==> src/hw/rtl/srpp_pkg.sv <==
package srpp_pkg;

    // fixed build constants of the pwm timebase
    localparam int unsigned CLOCK_HZ           = 125000000;
    localparam int unsigned PRESCALE           = 64;
    localparam int unsigned PHASE_CORRECT_MODE = 0;
    localparam int unsigned DEN_SCALE          = (1 + PHASE_CORRECT_MODE) * PRESCALE;
    localparam int unsigned US_PER_S           = 1000000;
    localparam int unsigned SEC_PER_MIN        = 60;

    // shared divider width and iteration counter width
    localparam int unsigned DIV_W   = 32;
    localparam int unsigned DIV_CNT = $clog2(DIV_W);

    typedef logic [DIV_W-1:0] t_div_word;

    // command codes
    localparam logic [1:0] CMD_RAMP   = 2'd0;
    localparam logic [1:0] CMD_ROTATE = 2'd1;
    localparam logic [1:0] CMD_STOP   = 2'd2;

    // register indexes
    localparam logic [1:0] REG_STEPS_PER_REV = 2'd0;
    localparam logic [1:0] REG_MIN_SPEED     = 2'd1;
    localparam logic [1:0] REG_RAMP_RATE     = 2'd2;

    // clamp a quotient to the 16-bit pwm range
    function automatic logic [15:0] sat16(input t_div_word v);
        logic [15:0] r;
        r = (v > t_div_word'(16'hFFFF)) ? 16'hFFFF : v[15:0];
        return r;
    endfunction

endpackage

==> src/hw/rtl/srpp_divider.sv <==
module srpp_divider
    import srpp_pkg::*;
(
    input  logic      i_clk,
    input  logic      i_rst_n,
    input  logic      i_start,
    input  t_div_word i_dividend,
    input  t_div_word i_divisor,
    output logic      o_busy,
    output logic      o_done,
    output t_div_word o_quotient
);

    logic [DIV_W-1:0]   r_rem;
    t_div_word          r_q;
    t_div_word          r_dvs;
    logic [DIV_CNT-1:0] r_cnt;
    logic               r_busy;
    logic               r_done;

    // one restoring step: shift in the next dividend bit, try a subtract
    logic [DIV_W:0] w_trial;
    logic [DIV_W:0] w_sub;
    logic           w_ge;

    assign w_trial = {r_rem, r_q[DIV_W-1]};
    assign w_ge    = w_trial >= {1'b0, r_dvs};
    assign w_sub   = w_trial - {1'b0, r_dvs};

    always_ff @(posedge i_clk) begin
        if (!i_rst_n) begin
            r_busy <= 1'b0;
            r_done <= 1'b0;
            r_cnt  <= '0;
        end else begin
            r_done <= 1'b0;
            if (i_start && !r_busy) begin
                r_rem  <= '0;
                r_q    <= i_dividend;
                r_dvs  <= i_divisor;
                r_cnt  <= '0;
                r_busy <= 1'b1;
            end else if (r_busy) begin
                r_rem <= w_ge ? w_sub[DIV_W-1:0] : w_trial[DIV_W-1:0];
                r_q   <= {r_q[DIV_W-2:0], w_ge};
                r_cnt <= r_cnt + 1'b1;
                if (r_cnt == DIV_CNT'(DIV_W - 1)) begin
                    r_busy <= 1'b0;
                    r_done <= 1'b1;
                end
            end
        end
    end

    assign o_busy     = r_busy;
    assign o_done     = r_done;
    assign o_quotient = r_q;

endmodule

==> src/hw/rtl/stepper_ramp_pwm_planner.sv <==
// stop, unused codes, a reached target or a zero ramp rate go straight from accept to S_FINISH;
//   a ramp step that is not yet due runs one pacing division first; each division is a
//   32-step restoring loop, so a rotate that rescales both counters runs 4 divisions and a
//   paced ramp step that rescales both counters runs 5 divisions
// flow: one command in flight; the next beat is accepted in the cycle after the result is
//   registered, and an output stall holds it off; reset: synchronous, clears speed, wrap,
//   direction and step time; registers return to 200 steps, 1 rpm, 100 rpm/s
module stepper_ramp_pwm_planner
    import srpp_pkg::*;
(
    input  logic        i_clk,
    input  logic        i_rst_n,
    input  logic        i_cfg_we,
    input  logic [1:0]  i_cfg_index,
    input  logic [19:0] i_cfg_data,
    input  logic        i_valid,
    output logic        o_ready,
    input  logic [1:0]  i_command,
    input  logic        i_direction,
    input  logic [11:0] i_target_rpm,
    input  logic [63:0] i_now_us,
    input  logic [15:0] i_count_a_now,
    input  logic [15:0] i_count_b_now,
    output logic        o_valid,
    input  logic        i_ready,
    output logic        o_drive_on,
    output logic [15:0] o_wrap_top,
    output logic [15:0] o_duty_level,
    output logic        o_write_counters,
    output logic [15:0] o_counter_a,
    output logic [15:0] o_counter_b,
    output logic [11:0] o_speed_rpm,
    output logic        o_ramp_done,
    output logic        o_changed
);

    typedef enum logic [3:0] {
        S_IDLE, S_WAIT, S_ROT, S_FREQ, S_TOPD, S_CNT, S_CA, S_CB, S_COMMIT, S_FINISH
    } t_state;

    t_state r_state;

    // configuration
    logic [12:0] r_steps;
    logic [11:0] r_min;
    logic [19:0] r_ramp;

    // planner state
    logic [11:0] r_cur;
    logic [15:0] r_last_top;
    logic        r_last_dir;
    logic [63:0] r_last_step;

    // latched command
    logic [1:0]  r_cmd;
    logic        r_dir;
    logic [11:0] r_tgt;
    logic [63:0] r_now;
    logic [15:0] r_ca;
    logic [15:0] r_cb;
    logic [11:0] r_rpm;
    logic        r_stop_after;
    logic [15:0] r_top;

    // result under construction
    logic        r_res_drive;
    logic [15:0] r_res_top;
    logic [15:0] r_res_duty;
    logic        r_res_wr;
    logic [15:0] r_res_ca;
    logic [15:0] r_res_cb;
    logic [11:0] r_res_speed;
    logic        r_res_done;
    logic        r_res_changed;

    // output register
    logic        r_out_valid;
    logic        r_out_drive;
    logic [15:0] r_out_top;
    logic [15:0] r_out_duty;
    logic        r_out_wr;
    logic [15:0] r_out_ca;
    logic [15:0] r_out_cb;
    logic [11:0] r_out_speed;
    logic        r_out_done;
    logic        r_out_changed;

    // divider launch
    logic      r_div_go;
    t_div_word r_dvd;
    t_div_word r_dvs;
    logic      div_busy;
    logic      div_done;
    t_div_word div_q;

    srpp_divider u_div (
        .i_clk      (i_clk),
        .i_rst_n    (i_rst_n),
        .i_start    (r_div_go),
        .i_dividend (r_dvd),
        .i_divisor  (r_dvs),
        .o_busy     (div_busy),
        .o_done     (div_done),
        .o_quotient (div_q)
    );

    // datapath helpers
    logic        w_accept;
    logic        w_is_stop;
    logic [63:0] w_diff;
    logic        w_late;
    logic [24:0] w_prod;
    logic [28:0] w_den;
    logic [15:0] w_top;
    logic [31:0] w_ca_prod;
    logic [31:0] w_cb_prod;
    logic [11:0] w_base;
    logic [11:0] w_next;
    logic [11:0] w_down;
    logic        w_out_free;

    assign w_accept   = i_valid && o_ready;
    assign w_is_stop  = (i_command == CMD_STOP);
    assign w_diff     = r_now - r_last_step;
    assign w_late     = (w_diff[63:20] != '0) || (w_diff[19:0] > div_q[19:0]);
    assign w_prod     = {13'b0, r_rpm} * {12'b0, r_steps};
    assign w_den      = {9'b0, div_q[19:0]} * 29'(DEN_SCALE);
    assign w_top      = (div_q == '0) ? 16'd0 : sat16(div_q - 1'b1);
    assign w_ca_prod  = {16'b0, r_ca} * {16'b0, r_top};
    assign w_cb_prod  = {16'b0, r_cb} * {16'b0, r_top};
    assign w_base     = (r_cur < r_min) ? r_min : r_cur;
    assign w_next     = (w_base == 12'hFFF) ? w_base : w_base + 1'b1;
    assign w_down     = r_cur - 1'b1;
    assign w_out_free = !r_out_valid || i_ready;

    always_ff @(posedge i_clk) begin
        if (!i_rst_n) begin
            r_state     <= S_IDLE;
            r_steps     <= 13'd200;
            r_min       <= 12'd1;
            r_ramp      <= 20'd100;
            r_cur       <= '0;
            r_last_top  <= '0;
            r_last_dir  <= 1'b0;
            r_last_step <= '0;
            r_out_valid <= 1'b0;
            r_div_go    <= 1'b0;
        end else begin
            // launch pulse lasts one cycle
            if (r_div_go) begin
                r_div_go <= 1'b0;
            end

            // configuration writes
            if (i_cfg_we) begin
                case (i_cfg_index)
                    REG_STEPS_PER_REV: r_steps <= i_cfg_data[12:0];
                    REG_MIN_SPEED:     r_min   <= i_cfg_data[11:0];
                    REG_RAMP_RATE:     r_ramp  <= i_cfg_data;
                    default:           ;
                endcase
            end

            // output beat taken
            if (r_out_valid && i_ready && r_state != S_FINISH) begin
                r_out_valid <= 1'b0;
            end

            case (r_state)
                S_IDLE: begin
                    if (w_accept) begin
                        r_cmd         <= i_command;
                        r_dir         <= i_direction;
                        r_tgt         <= i_target_rpm;
                        r_now         <= i_now_us;
                        r_ca          <= i_count_a_now;
                        r_cb          <= i_count_b_now;
                        r_rpm         <= i_target_rpm;
                        r_stop_after  <= 1'b0;
                        r_res_drive   <= !w_is_stop && (r_cur != '0);
                        r_res_top     <= w_is_stop ? 16'd0 : r_last_top;
                        r_res_duty    <= w_is_stop ? 16'd0 : (r_last_top >> 1);
                        r_res_wr      <= w_is_stop;
                        r_res_ca      <= '0;
                        r_res_cb      <= '0;
                        r_res_speed   <= w_is_stop ? 12'd0 : r_cur;
                        r_res_done    <= (i_command == CMD_RAMP) && (i_target_rpm == r_cur);
                        r_res_changed <= w_is_stop;
                        case (i_command)
                            CMD_ROTATE: r_state <= S_ROT;
                            CMD_STOP: begin
                                r_last_top <= '0;
                                r_cur      <= '0;
                                r_state    <= S_FINISH;
                            end
                            CMD_RAMP: begin
                                if (i_target_rpm != r_cur && r_ramp != '0) begin
                                    r_dvd    <= t_div_word'(US_PER_S);
                                    r_dvs    <= t_div_word'(r_ramp);
                                    r_div_go <= 1'b1;
                                    r_state  <= S_WAIT;
                                end else begin
                                    r_state <= S_FINISH;
                                end
                            end
                            default: r_state <= S_FINISH;
                        endcase
                    end
                end

                // ramp pacing against the step interval
                S_WAIT: begin
                    if (div_done) begin
                        if (w_late) begin
                            r_last_step <= r_now;
                            r_state     <= S_ROT;
                            if (r_tgt > r_cur) begin
                                r_rpm        <= w_next;
                                r_stop_after <= 1'b0;
                            end else begin
                                r_rpm        <= w_down;
                                r_stop_after <= (w_down < r_min);
                            end
                        end else begin
                            r_state <= S_FINISH;
                        end
                    end
                end

                // step frequency: rpm * steps / 60
                S_ROT: begin
                    if (r_rpm == '0) begin
                        r_res_drive   <= 1'b0;
                        r_res_top     <= '0;
                        r_res_duty    <= '0;
                        r_res_wr      <= 1'b1;
                        r_res_ca      <= '0;
                        r_res_cb      <= '0;
                        r_res_speed   <= '0;
                        r_res_changed <= 1'b1;
                        r_last_top    <= '0;
                        r_cur         <= '0;
                        r_state       <= S_FINISH;
                    end else begin
                        r_dvd    <= t_div_word'(w_prod);
                        r_dvs    <= t_div_word'(SEC_PER_MIN);
                        r_div_go <= 1'b1;
                        r_state  <= S_FREQ;
                    end
                end

                // wrap from clock over scaled frequency, or full scale when the frequency is zero
                S_FREQ: begin
                    if (div_done) begin
                        if (div_q == '0) begin
                            r_top   <= 16'hFFFF;
                            r_state <= S_CNT;
                        end else begin
                            r_dvd    <= t_div_word'(CLOCK_HZ);
                            r_dvs    <= t_div_word'(w_den);
                            r_div_go <= 1'b1;
                            r_state  <= S_TOPD;
                        end
                    end
                end

                S_TOPD: begin
                    if (div_done) begin
                        r_top   <= w_top;
                        r_state <= S_CNT;
                    end
                end

                // quadrature load or rescale of the live counters
                S_CNT: begin
                    r_res_drive <= 1'b1;
                    r_res_top   <= r_top;
                    r_res_duty  <= r_top >> 1;
                    r_res_wr    <= 1'b1;
                    if (r_last_top == '0 || r_last_dir != r_dir) begin
                        r_res_ca <= r_dir ? 16'd0 : (r_top >> 2);
                        r_res_cb <= r_dir ? (r_top >> 2) : 16'd0;
                        r_state  <= S_COMMIT;
                    end else begin
                        r_dvd    <= w_ca_prod;
                        r_dvs    <= t_div_word'(r_last_top);
                        r_div_go <= 1'b1;
                        r_state  <= S_CA;
                    end
                end

                S_CA: begin
                    if (div_done) begin
                        r_res_ca <= sat16(div_q);
                        r_dvd    <= w_cb_prod;
                        r_dvs    <= t_div_word'(r_last_top);
                        r_div_go <= 1'b1;
                        r_state  <= S_CB;
                    end
                end

                S_CB: begin
                    if (div_done) begin
                        r_res_cb <= sat16(div_q);
                        r_state  <= S_COMMIT;
                    end
                end

                // new settings take effect; deceleration below minimum stops
                S_COMMIT: begin
                    r_last_dir    <= r_dir;
                    r_res_changed <= 1'b1;
                    if (r_stop_after) begin
                        r_res_drive <= 1'b0;
                        r_res_top   <= '0;
                        r_res_duty  <= '0;
                        r_res_ca    <= '0;
                        r_res_cb    <= '0;
                        r_res_speed <= '0;
                        r_last_top  <= '0;
                        r_cur       <= '0;
                    end else begin
                        r_res_speed <= r_rpm;
                        r_last_top  <= r_top;
                        r_cur       <= r_rpm;
                    end
                    r_state <= S_FINISH;
                end

                // hand the result to the output register
                S_FINISH: begin
                    if (w_out_free) begin
                        r_out_valid   <= 1'b1;
                        r_out_drive   <= r_res_drive;
                        r_out_top     <= r_res_top;
                        r_out_duty    <= r_res_duty;
                        r_out_wr      <= r_res_wr;
                        r_out_ca      <= r_res_ca;
                        r_out_cb      <= r_res_cb;
                        r_out_speed   <= r_res_speed;
                        r_out_done    <= r_res_done;
                        r_out_changed <= r_res_changed;
                        r_state       <= S_IDLE;
                    end
                end

                default: r_state <= S_IDLE;
            endcase
        end
    end

    assign o_ready          = (r_state == S_IDLE);
    assign o_valid          = r_out_valid;
    assign o_drive_on       = r_out_drive;
    assign o_wrap_top       = r_out_top;
    assign o_duty_level     = r_out_duty;
    assign o_write_counters = r_out_wr;
    assign o_counter_a      = r_out_ca;
    assign o_counter_b      = r_out_cb;
    assign o_speed_rpm      = r_out_speed;
    assign o_ramp_done      = r_out_done;
    assign o_changed        = r_out_changed;

`ifndef SYNTHESIS
    a_div_idle_launch: assert property (@(posedge i_clk) disable iff (!i_rst_n)
        r_div_go |-> !div_busy)
        else $error("divider launched while busy");

    a_one_in_flight: assert property (@(posedge i_clk) disable iff (!i_rst_n)
        w_accept |=> !o_ready)
        else $error("second beat accepted while a command is in flight");

    a_stopped_no_wrap: assert property (@(posedge i_clk) disable iff (!i_rst_n)
        (r_cur == '0) |-> (r_last_top == '0))
        else $error("wrap value kept with motor stopped");
`endif

endmodule

==> config.mk <==
export PLATFORM = sky130hd
export DESIGN_NAME = stepper_ramp_pwm_planner
export DESIGN_NICKNAME = d
export VERILOG_FILES = /design/src/hw/rtl/srpp_pkg.sv /design/src/hw/rtl/srpp_divider.sv /design/src/hw/rtl/stepper_ramp_pwm_planner.sv
export SDC_FILE = /design/constraint.sdc
export NUM_CORES = 2
export LEC_CHECK = 0
export BUFFER_PORTS_ARGS = -buffer_cell sky130_fd_sc_hd__buf_4
export CAP_MARGIN = 20
export CORE_UTILIZATION = 60
export CTS_BUF_LIST = sky130_fd_sc_hd__clkbuf_8
export DETAILED_ROUTE_END_ITERATION = 6
export GPL_TIMING_DRIVEN = 0
export MAX_ROUTING_LAYER = met4
export PLACE_DENSITY = 0.78
export SYNTH_ARGS = -nofsm -noshare
export SYNTH_HDL_FRONTEND = slang
export SYNTH_SLANG_ARGS = --single-unit
export TNS_END_PERCENT = 30
==> constraint.sdc <==
create_clock -name i_clk -period 12.6 [get_ports i_clk]
set_clock_uncertainty 0.1 [all_clocks]
set_input_delay 0.63 -clock i_clk [delete_from_list [all_inputs] [get_ports i_clk]]
set_output_delay 0.63 -clock i_clk [all_outputs]
set_load 0.02 [all_outputs]
==> impl_metrics.toml <==
[run_status]
status = "finished, final reports clean"

[placement]
dp_hpwl_um = 124000
pre_cts_slack_ns = 4.16
port_buffers = 217
place.gp.congestion = 1.03

[cts]
cts_tree = "yes"
root_buffer = "clkbuf_8"
clock_path_buffers = 3
numCtsBuffers = 95
cts_resized = 0
path_clk_slew_ns = 0.07
htreeDepth = 3
cts_sinks = 565
clk_latency_ns = 0.83

[floorplanning]
fp.dieH_um = 296
ioPinCount = 220
core_area_um2 = 85400
dieArea_um2 = 87700
rows = 107
die_w_um = 296
start_util_pct = 60.7

[global_route]
grt_use_total_pct = 37.8
antenna_found_initial = 9
grt_pass1_wl_um = 242000
grt_pass1_vias = 42600
grt_max_degree = 68
grt_remaining_overflow = 0

[setup_path]
cp-start-kind = "register"
critPathMaxFanout = 10
crit_required_ns = 13.01
ff2ff_setup_slack_ns = 3.93
cp.buffers_inverters = 5
arrival_ns = 9.07
worst_path_dominant_cell_family = "adder cells"
critical-path-slowest-cell = "clkbuf_1"
end_kind = "register"
crit_path_max_incr_delay_ns = 0.89
path_cells = "clkbuf_1, clkbuf_1, nand2_1, fa_1, fa_1, inv_1, fa_1, fa_1, fa_1, inv_1, fa_1, inv_1, ha_1, nand4_1, nor2_1, a31oi_1, and2_1, nand2b_1, o21ai_0, a21oi_1, xor2_1, o221ai_1"
crit_type = "register to register"
crit_top_cell = "fa_1"

[sta]
fin_crit_ns = 8.67
worstMarginPinSlew_ns = 1.27
fin_setup_tns_ns = 0
slew-limit-headroom_pct = 15.3
finalSetupViolCount = 0
rsz0062_at_grt = "no"
final.period_utilization_pct = 68.8
drv_slew = 0
setup_slack_ns = 3.93
fmax_mhz = 115
finalHoldViolations = 0

[logic_synthesis]
synth_nets = 6673
synth_edf_count = 414
synth_area_leaders = "edfxtp_1 24%, fa_1 19%, ha_1 10%"
syn_area_per_cell_um2 = 9.24
synth_ff_type = "edfxtp_1"
synth_cell_types = 93
synth_seq_area_share_pct = 29.8
synth_top_area_cell = "edfxtp_1"
yosysWarnings = 0
synth.top_cell.area_share_pct = 24.0
syn_inst = 5615
ys_ff_latch = 565
syn-cell-area_um2 = 51900
async_flop_share_pct = 0

[drt]
vias_per_cell = 5.88
drt_iter0_drc = 4084
drc_errors = 0
drt_pass1_iterations = 7
ant_nets = 0
via_count = 43000
wirelength_um = 159000
wl_per_cell_um = 21.8

[final_layout]
nets = 7129
drive_gt1_share_pct = 7.21
syn_to_final_growth_pct = 12.7
fillCellCount = 6859
final_common_cell = "nand2_1"
final_cell_mix = "973 x nand2_1, 847 x inv_1, 500 x fa_1, 420 x ha_1, 414 x edfxtp_1"

[job]
drv_cap = 0

[worst_hold_path]
hold_class = "input pin to register"
## layout make-up
class	count	area, µm²	share of cell area (%)
clock inverters	81	563	0.963
plain buffers	274	1160	1.98
flip-flops and latches	565	15500	26.4
multi-input cells	3962	32300	55.2
inverters	814	3060	5.23
repair buffers	359	3140	5.36
well taps	1144	1430	2.45
diodes	14	35.0	0.0599
clock buffers	99	1360	2.33
## logic make-up (layout without fill, tap and decap cells)
group / Yosys count / count (layout) / synth area share, %
muxes: 92 / 92 / 1.79
other: 1 / 15 / 0.00723
AOI/OAI and AO/OA: 860 / 860 / 10.7
adders and majority gates: 920 / 920 / 29.4
xor gates and xnor gates: 172 / 172 / 2.90
and+or+nand+nor: 1917 / 1917 / 17.3
buffers and inverters: 1088 / 1627 / 8.12
DFF: 565 / 565 / 29.8
## repair_timing
item                      in CTS  in global routing
hold buffers                 129                  0
setup buffers                  0                  0
hold endpoints to repair     143                  0
## flip-flops by register name (all words and copies together), names as in the netlist, 20 cells and up
register          count
u_div.o_quotient     32
r_now                64
r_dvd                32
r_last_step          64
r_dvs                26
u_div.r_dvs          26
u_div.r_rem          32
r_ramp               20
## layer usage
| metal | GRT usage, % | share of wire [%] | vias to the layer above |
|---|---|---|---|
| li1 | - | - | 19500 |
| met1 | 47.0 | 38 | 20700 |
| met2 | 58.9 | 46 | 2280 |
| met3 | 7.19 | 9.9 | 517 |
| met4 | 19.5 | 6.0 | 0 |
| met5 | - | 0 | - |
## cells in the mapped netlist, drive strengths merged (9+ instances only)
| cell | count |
|---|---|
| a21oi | 235 |
| nor3 | 58 |
| or4 | 11 |
| buf | 34 |
| and2 | 298 |
| o21a | 30 |
| nand2b | 33 |
| o21bai | 21 |
| nor2b | 53 |
| nor4 | 40 |
| dfxtp | 151 |
| edfxtp | 414 |
| ha | 420 |
| and3 | 41 |
| nor2 | 205 |
| o221ai | 15 |
| clkbuf | 240 |
| a211oi | 22 |
| xnor2 | 119 |
| nand2 | 973 |
| a22oi | 21 |
| a21o | 82 |
| inv | 814 |
| nand4 | 50 |
| a31o | 9 |
| o31ai | 11 |
| xor2 | 53 |
| a31oi | 19 |
| nand3 | 90 |
| o21ai | 221 |
| a21boi | 49 |
| fa | 500 |
| or3 | 29 |
| o211ai | 21 |
| nand3b | 9 |
| mux2i | 86 |
| a221o | 13 |
## path summary, 6_finish.rpt
check                           depth (start not counted)              to    startpoint
worst max register to register                         22       r_dvd[21]     r_top[15]
worst min register to register                          0  o_counter_a[9]   r_res_ca[9]
worst min-delay path                                    2      r_res_done  i_command[0]
worst max-delay path                                   22       r_dvd[21]     r_top[15]
## stage by stage
step,hold WS (ns),instance area [µm²],instances,utilization (%)
3_3_place_gp,0.303,54900,6976,64.3
2_1_floorplan,0.300,51900,5615,-
6_report,0.0505,58500,7312,68.4
3_5_place_dp,0.305,55200,6988,64.6
5_1_grt,0.0301,58400,7308,68.4
4_1_cts,0.000561,58400,7297,68.4
Power is left out: the tool's default activity adds up to more than one toggle a clock period on the data nets, which glitch-free logic cannot reach.
